<file path="config.mk">
export PLATFORM = sky130hd
export DESIGN_NAME = sacl_ram
export DESIGN_NICKNAME = d
export VERILOG_FILES = /design/src/sv/sacl_ram.sv
export SDC_FILE = /design/constraint.sdc
export NUM_CORES = 1
export LEC_CHECK = 0
export BUFFER_PORTS_ARGS = -buffer_cell sky130_fd_sc_hd__buf_2
export CAP_MARGIN = 20
export CORE_ASPECT_RATIO = 0.5
export CORE_MARGIN = 2
export CORE_UTILIZATION = 60
export CTS_CLUSTER_DIAMETER = 200
export DETAILED_ROUTE_END_ITERATION = 7
export PLACE_DENSITY = 0.85
export RECOVER_POWER = 100
export SYNTH_ARGS = -nofsm -noshare
export SYNTH_HDL_FRONTEND = slang
export SYNTH_SLANG_ARGS = --single-unit
</file>
<file path="constraint.sdc">
create_clock -name clk_i -period 4.9 [get_ports clk_i]
set_input_delay 0.735 -clock clk_i [delete_from_list [all_inputs] [get_ports clk_i]]
set_output_delay 0.735 -clock clk_i [all_outputs]
set_load 0.1 [all_outputs]
</file>
<file path="src/sv/sacl_ram.sv">
module sacl_ram #(
  parameter int W     = 8,
  parameter int DEPTH = 16,
  parameter int AW    = 4
) (
  input  logic          clk_i,
  input  logic          we_i,
  input  logic [AW-1:0] waddr_i,
  input  logic [W-1:0]  wdata_i,
  input  logic [AW-1:0] raddr_i,
  output logic [W-1:0]  rdata_o
);

  logic [W-1:0] mem [DEPTH];

  // one write port
  always_ff @(posedge clk_i) begin
    if (we_i) begin
      mem[waddr_i] <= wdata_i;
    end
  end

  // one registered read port
  always_ff @(posedge clk_i) begin
    rdata_o <= mem[raddr_i];
  end

endmodule

</file>
## Yosys cells after proc, flatten, opt, wreduce, memory -nomap -nowiden

Memory sizes are Yosys's and may differ from the RTL's. A register that Yosys moved wholly into a read port is not among the register bits.
Cells that the tools add are included.

- Bits in registers: 0
- Bits in writable memories: 128
- Bits of input ports: 18
- Output and inout port bits: 8
- Word-level logic and storage cells: 3
- Memories kept: 1

- Mux-type cells: 2

Memories:

| name | words | width | rd ports | clocked after memory_dff | wr ports | RTL line | source |
|---|---|---|---|---|---|---|---|
| mem | 16 | 8 | 1 | 1 | 1 | 14 | `logic [W-1:0] mem [DEPTH];` |

Operators by type and width:

| kind | number |
|---|---|
| $mux W1 | 2 |

## Longest topological paths before layout

Gate-level depths: netlist of run 1.

- Depth after elaboration: 2
- Gate-level depth with buffers: 5

## Worst setup path before layout of run 1

No wires, ideal clock.

- Kind: input to register
- Start point: input port waddr_i[2]
- End point: memory mem[0][0] (enable)
- Setup time: 0.383 ns
- Data arrival time: 1.845 ns
- Setup slack: 2.672 ns
- Cell stages on the path: 2
- Buffers on the path: 0
- Cells stage by stage: or3b_2 -> nor3_1

RTL lines:

| item | RTL line | source |
|---|---|---|
| start: declaration | 8 | `input logic [AW-1:0] waddr_i,` |
| end: declaration | 14 |  |

No word-level cell before the write port.

## Final worst setup path of run 1

- Start point: register rdata_o[7], read port of mem
- End point: output port rdata_o[7]

RTL lines:

| item | RTL line | source |
|---|---|---|
| start: declaration | 11 | `output logic [W-1:0] rdata_o` |

No word-level cell between the ends.

==> flow_summary.toml, run 1 <==
[run_status]
status = "finished, final reports clean"

[power]
power_density_mw_per_mm2 = 446
pwr-share-clk = 0.432
vdd_drop_max_mv = 0.329
p_switching_w = 0.000567
p_int_w = 0.00204
sw_frac_of_total = 0.217
seqPwrFrac = 0.504
leakage_nw = 1.90
p_comb_frac = 0.065
total_power_w = 0.00261

[synthesis]
synth_cells = 229
synth_cell_type_count = 19
syn_area_sq_mm = 0.00515
ys_ff_latch = 136
synth_nets = 247
yosysSeqAreaShare = 0.778
avgSynthCellArea_sq_um = 22.5
yosysWarnings = 0

[grt]
grt_usage = 0.253
antenna_found_initial = 0
grt_pass1_wl_um = 16100
grt_max_degree = 33
grt_overflow_total = 0
grt_pass1_vias = 2597

[worst_setup_path]
path_cells = "clkbuf_1"
crit_path_end_kind = "primary output"
r2r_slack_ns = 3.40
cp_data_required_time_ns = 4.16
crit_arrival_ns = 1.71
cp_num_buf_inv = 1
worstSetupPathType = "reg -> out"
path_max_fanout = 1
crit_family = "buffers and inverters"
cp-start-kind = "flop"
max_stage_delay_ns = 0.90
slowest_stage = "clkbuf_1"

[finish]
final_nets = 285
regArea_sq_mm = 0.00400
multi_input_area_sq_mm = 0.00106
fin_cells = 392
antennaDiodeCount = 0
drive_gt1_frac = 0.175
final_cell_mix = "128 x edfxtp_1, 29 x clkbuf_1, 18 x mux4_2"
fillers = 455
area_delta_synth_final_pct = 13.5
layout_commonest_cell = "edfxtp_1"

[die]
rows = 23
dieWidth_um = 135
core_area_sq_mm = 0.00817
pin_count = 26
die_area_sq_mm = 0.00938
die_h_um = 69.5
initial_core_util = 0.630

[sta]
fmax_mhz = 409
finalHoldViolations = 0
relSlewSlack = 0.201
fin_crit_ns = 2.44
clock_skew_ns = 0.00539
timing.setup.tns_ns = 0
maxSlewViolCount = 0
grt_setup_unrepaired = "false"
setup_viol = 0
finalCritPeriodShare = 0.499
tightest_slew_ns = 1.20

[route]
drt_wl_total_um = 10800
drt_pass1_iterations = 5
vias_per_cell = 6.50
vias = 2547
antenna_left = 0
wire_per_inst_um = 27.5
drtIter0Drc = 320
drc_errors = 0

[cts]
clock_path_buffers = 2
cts_resized = 0
cts_buffers = 17
post-cts-setup-buffer-count = 0
clk-insertion-delay-late_ns = 0.42
cts.clk_slew.worst_paths_ns = 0.05
h-tree-depth = 4
cts_tree = "built"
cts.sinks = 136
cts_hold_buf = 0
root_buffer = "clkbuf_16"

[flow_run]
maxCapViolations = 0

[placed_design]
dp.cells = 360
place.gp.congestion = 0.822
port_buffers = 25
hpwl_um = 6090

[worst_hold_path]
min-delay-path-class = "reg -> reg"
-- per-stage QoR --
step / setup WS (ns) / hold slack, ns / util / area (sq um)
global route: 2.41 / 0.704 / 0.715 / 5840
finish: 2.46 / 0.684 / 0.715 / 5840
global placement: 2.16 / 0.645 / 0.654 / 5350
detailed placement: 2.13 / 0.683 / 0.655 / 5360
CTS: 2.47 / 0.694 / 0.720 / 5880
floorplan: 2.67 / 0.629 / - / 5150
-- power groups by stage --
stage	Sequential, W	Clock [W]	Combinational (W)
2_1_floorplan	0.00139	0	0.0000660
3_3_place_gp	0.00133	0	0.000163
3_5_place_dp	0.00133	0	0.000170
4_1_cts	0.00131	0.00113	0.000173
5_1_grt	0.00131	0.00118	0.000177
6_report	0.00131	0.00113	0.000169
-- cells by family (layout without fill, tap and decap cells) --
family / count (synthesis) / after routing / share of synthesized area
flops: 136 / 136 / 0.778
simple gates: 35 / 35 / 0.0318
mux: 32 / 32 / 0.150
compound gates: 16 / 16 / 0.0233
buf+inv: 10 / 61 / 0.0168
-- final cells by class --
type                       instances  area share
clock buffer                      28      0.0867
timing repair buffer              29      0.0201
sequential                       136       0.685
multi-input combinational         83       0.181
tap                              112      0.0240
clock inverter                     4     0.00300
-- Yosys cell counts --
| cell type | number | area (sq um) |
|---|---|---|
| or3b_2 | 1 | 8.76 |
| nor3_1 | 4 | 20.0 |
| nor2_1 | 13 | 48.8 |
| and2b_1 | 1 | 7.51 |
| nand3b_1 | 2 | 15.0 |
| mux4_2 | 18 | 405 |
| nor2b_1 | 1 | 6.26 |
| dfxtp_1 | 8 | 160 |
| buf_4 | 1 | 7.51 |
| mux4_1 | 14 | 368 |
| nand2b_1 | 2 | 12.5 |
| nand2_1 | 9 | 33.8 |
| and2_1 | 1 | 6.26 |
| a22oi_1 | 16 | 120 |
| buf_6 | 3 | 33.8 |
| nand3_1 | 1 | 5.00 |
| clkdlybuf4s25_2 | 3 | 30.0 |
| edfxtp_1 | 128 | 3840 |
| buf_2 | 3 | 15.0 |
-- final timing paths --
check | startpoint | endpoint | cells past startpoint
min | mem[15][5]$_DFFE_PP_ | rdata_o[5]$_DFF_P_ | 3
max | rdata_o[7]$_DFF_P_ | rdata_o[7] | 1
min reg2reg | mem[15][5]$_DFFE_PP_ | rdata_o[5]$_DFF_P_ | 3
max reg2reg | mem[2][5]$_DFFE_PP_ | rdata_o[5]$_DFF_P_ | 3
-- sequential cells by signal (all words and copies together) (netlist names) --
signal	flops
rdata_o	8
mem	128
-- routing by layer --
layer | GRT usage | vias to the layer above | part of all wire
met2 | 0.350 | 147 | 0.44
met1 | 0.366 | 1317 | 0.43
met5 | 0 | - | 0
met4 | 0.106 | 0 | 0.029
met3 | 0.0958 | 30 | 0.10
li1 | - | 1053 | -
Note: power is estimated with default switching activity, not from simulation.
==> run 2, diff against run 1 <==
--- a/config.mk
+++ b/config.mk
@@ -5,6 +5,7 @@
 export SDC_FILE = /design/constraint.sdc
 export NUM_CORES = 1
 export LEC_CHECK = 0
+export ABC_AREA = 1
 export BUFFER_PORTS_ARGS = -buffer_cell sky130_fd_sc_hd__buf_2
 export CAP_MARGIN = 20
 export CORE_ASPECT_RATIO = 0.5
==> constraint.sdc (replaced) <==
create_clock -name clk_i -period 2.5 [get_ports clk_i]
set_input_delay 0.375 -clock clk_i [delete_from_list [all_inputs] [get_ports clk_i]]
set_output_delay 0.375 -clock clk_i [all_outputs]
set_load 0.1 [all_outputs]
==> flow_summary.toml, run 2 <==
[run_status]
status = "finished, final reports clean"

[placed_design]
placed_cell_area_sq_mm = 0.00601
hpwl_um = 7410
port_buffers = 25
place.gp.congestion = 0.840
dp.cells = 689

[finish]
regMostFlops = "mem"
drive_gt1_frac = 0.0667
area_delta_synth_final_pct = 13.9
largest_register_ffs = 128
final_nets = 605
final_cell_mix = "173 x nand2_1, 128 x edfxtp_1, 100 x inv_1"
final_area_sq_mm = 0.00657
layout_commonest_cell = "nand2_1"
reg.largest.list = "mem x128, rdata_o x8"
fillers = 600
regArea_sq_mm = 0.00400
multi_input_area_sq_mm = 0.00121
fin_cells = 721
antennaDiodeCount = 0

[cts]
cts_hold_buf = 0
h-tree-depth = 4
cts_resized = 0
clock_path_buffers = 2
cts_buffers = 17
cts_tree = "built"
clk-insertion-delay-late_ns = 0.42
cts.clk_slew.worst_paths_ns = 0.06
root_buffer = "clkbuf_16"
cts.sinks = 136
post-cts-setup-buffer-count = 0

[synthesis]
ys_top_cells_by_area = "edfxtp_1 67%, nand2_1 11%, nand3_1 8.4%, inv_1 6.5%, dfxtp_1 2.8%"
async_flop_share = 0
synthTopCellsByCount = "173 x nand2_1, 128 x edfxtp_1, 100 x inv_1, 97 x nand3_1, 17 x nor2_1"
yosysWarnings = 0
synth_cell_type_count = 12
ys_ff_latch = 136
synth_top_area_cell = "edfxtp_1"
synth_cells = 551
yosys_most_used_dff = "edfxtp_1"
yosysSeqAreaShare = 0.694
synth.most_common_cell = "nand2_1"
avgSynthCellArea_sq_um = 10.5
syn_area_sq_mm = 0.00577
synth-edff-count = 128
yosysTopAreaCellShare = 0.667
synth_nets = 569

[route]
vias = 4217
vias_per_cell = 5.85
antenna_left = 0
wire_per_inst_um = 19.3
drtIter0Drc = 710
drc_errors = 0
drt_wl_total_um = 13900
drt_pass1_iterations = 6

[worst_setup_path]
cp_num_buf_inv = 1
cp-start-kind = "flop"
worstRegToRegCells = 6
slowest_stage = "clkbuf_1"
crit_family = "buffers and inverters"
startpoint = "rdata_o[0]$_DFF_P_"
reg2reg_from = "mem[9][3]$_DFFE_PP_"
rr_endpoint = "rdata_o[3]$_DFF_P_"
crit_end = "rdata_o[0]"
worstSetupPathType = "reg -> out"
crit_path_end_kind = "primary output"
crit_arrival_ns = 1.66
path_max_fanout = 1
max_stage_delay_ns = 0.91
path_cells = "clkbuf_1"
worst-path-stages = 1
cp_data_required_time_ns = 2.12
r2r_slack_ns = 1.33

[grt]
grt_max_degree = 65
grt_overflow_total = 0
grt_pass1_vias = 3912
grt_usage = 0.284
grt_pass1_wl_um = 21000
antenna_found_initial = 0

[die]
core_area_sq_mm = 0.00938
die_area_sq_mm = 0.0105
die_h_um = 73.3
pin_count = 26
dieWidth_um = 143
rows = 25
initial_core_util = 0.615

[sta]
maxSlewViolCount = 0
finalHoldViolations = 0
relSlewSlack = 0.0816
timing.setup.tns_ns = 0
finalCritPeriodShare = 0.814
tightest_slew_ns = 1.38
fmax_mhz = 492
grt_setup_unrepaired = "false"
fin_crit_ns = 2.03
clock_skew_ns = 0.00832
setup_viol = 0

[worst_hold_path]
min-delay-path-class = "in -> reg"

[flow_run]
maxCapViolations = 0

[power]
total_power_w = 0.00568
leakage_nw = 2.80
power_density_mw_per_mm2 = 865
vdd_drop_max_mv = 0.515
run 2: cell count changes in the layout (fill, tap and decap cells not counted), sizes merged, moves of 2 or more:
| cell | previous run | this run |
|---|---|---|
| inv | 0 | 102 |
| nor2 | 13 | 17 |
| bufinv | 0 | 5 |
| nand2 | 9 | 173 |
| nand3 | 1 | 97 |
| clkinv | 4 | 7 |
| nand2b | 2 | 0 |
| mux4 | 32 | 0 |
| clkinvlp | 0 | 2 |
| a22oi | 16 | 0 |
| nor3 | 4 | 0 |
run 2: worst min-delay path by stage:
| stage | startpoint | end | slack, ns | cells past startpoint |
|---|---|---|---|---|
| 6_report | raddr_i[3] | rdata_o[6]$_DFF_P_ | 0.36 | 3 |
| 5_1_grt | raddr_i[3] | rdata_o[2]$_DFF_P_ | 0.36 | 3 |
| 4_1_cts | wdata_i[6] | mem[8][6]$_DFFE_PP_ | 0.34 | 1 |
| 3_5_place_dp | mem[3][3]$_DFFE_PP_ | rdata_o[3]$_DFF_P_ | 0.66 | 6 |
| 3_3_place_gp | mem[13][2]$_DFFE_PP_ | rdata_o[2]$_DFF_P_ | 0.65 | 6 |
| 2_1_floorplan | wdata_i[0] | mem[0][0]$_DFFE_PP_ | 0.47 | 0 |
run 2: final cells by class:
| class | count | area share |
|---|---|---|
| Timing Repair Buffer | 41 | 0.0278 |
| Clock inverter | 14 | 0.0312 |
| Tap cell | 121 | 0.0230 |
| Clock buffer | 18 | 0.0653 |
| Multi-Input combinational cell | 289 | 0.185 |
| Inverter | 102 | 0.0583 |
| Sequential cell | 136 | 0.610 |
run 2: per-layer routing:
metal  wire (um)  part of all wire  vias up  global-route usage
li1            -                 -     1849                   -
met1        5210              0.37     1968               0.383
met2        6590              0.47      341               0.451
met3        1680              0.12       59              0.0698
met4         450             0.032        0               0.125
met5           0                 0        -                   0
run 2: stage by stage:
step	utilization	hold slack (ns)	setup WS [ns]
finish	0.700	0.360	0.466
floorplan	-	0.474	1.17
global route	0.700	0.359	0.442
CTS	0.708	0.343	0.887
detailed placement	0.640	0.661	0.744
global placement	0.640	0.646	0.790
run 2: kinds of logic after synthesis:
kind of cell | Yosys count | synth area share
flip-flops | 136 | 0.694
AND/OR/NAND/NOR | 289 | 0.210
buffers and inverters | 126 | 0.0952
run 2: power by group:
part	internal [W]	switching (W)
Clock	0.00176	0.000944
Combinational	0.0000787	0.000335
Sequential	0.00255	0.0000167
Total	0.00439	0.00130
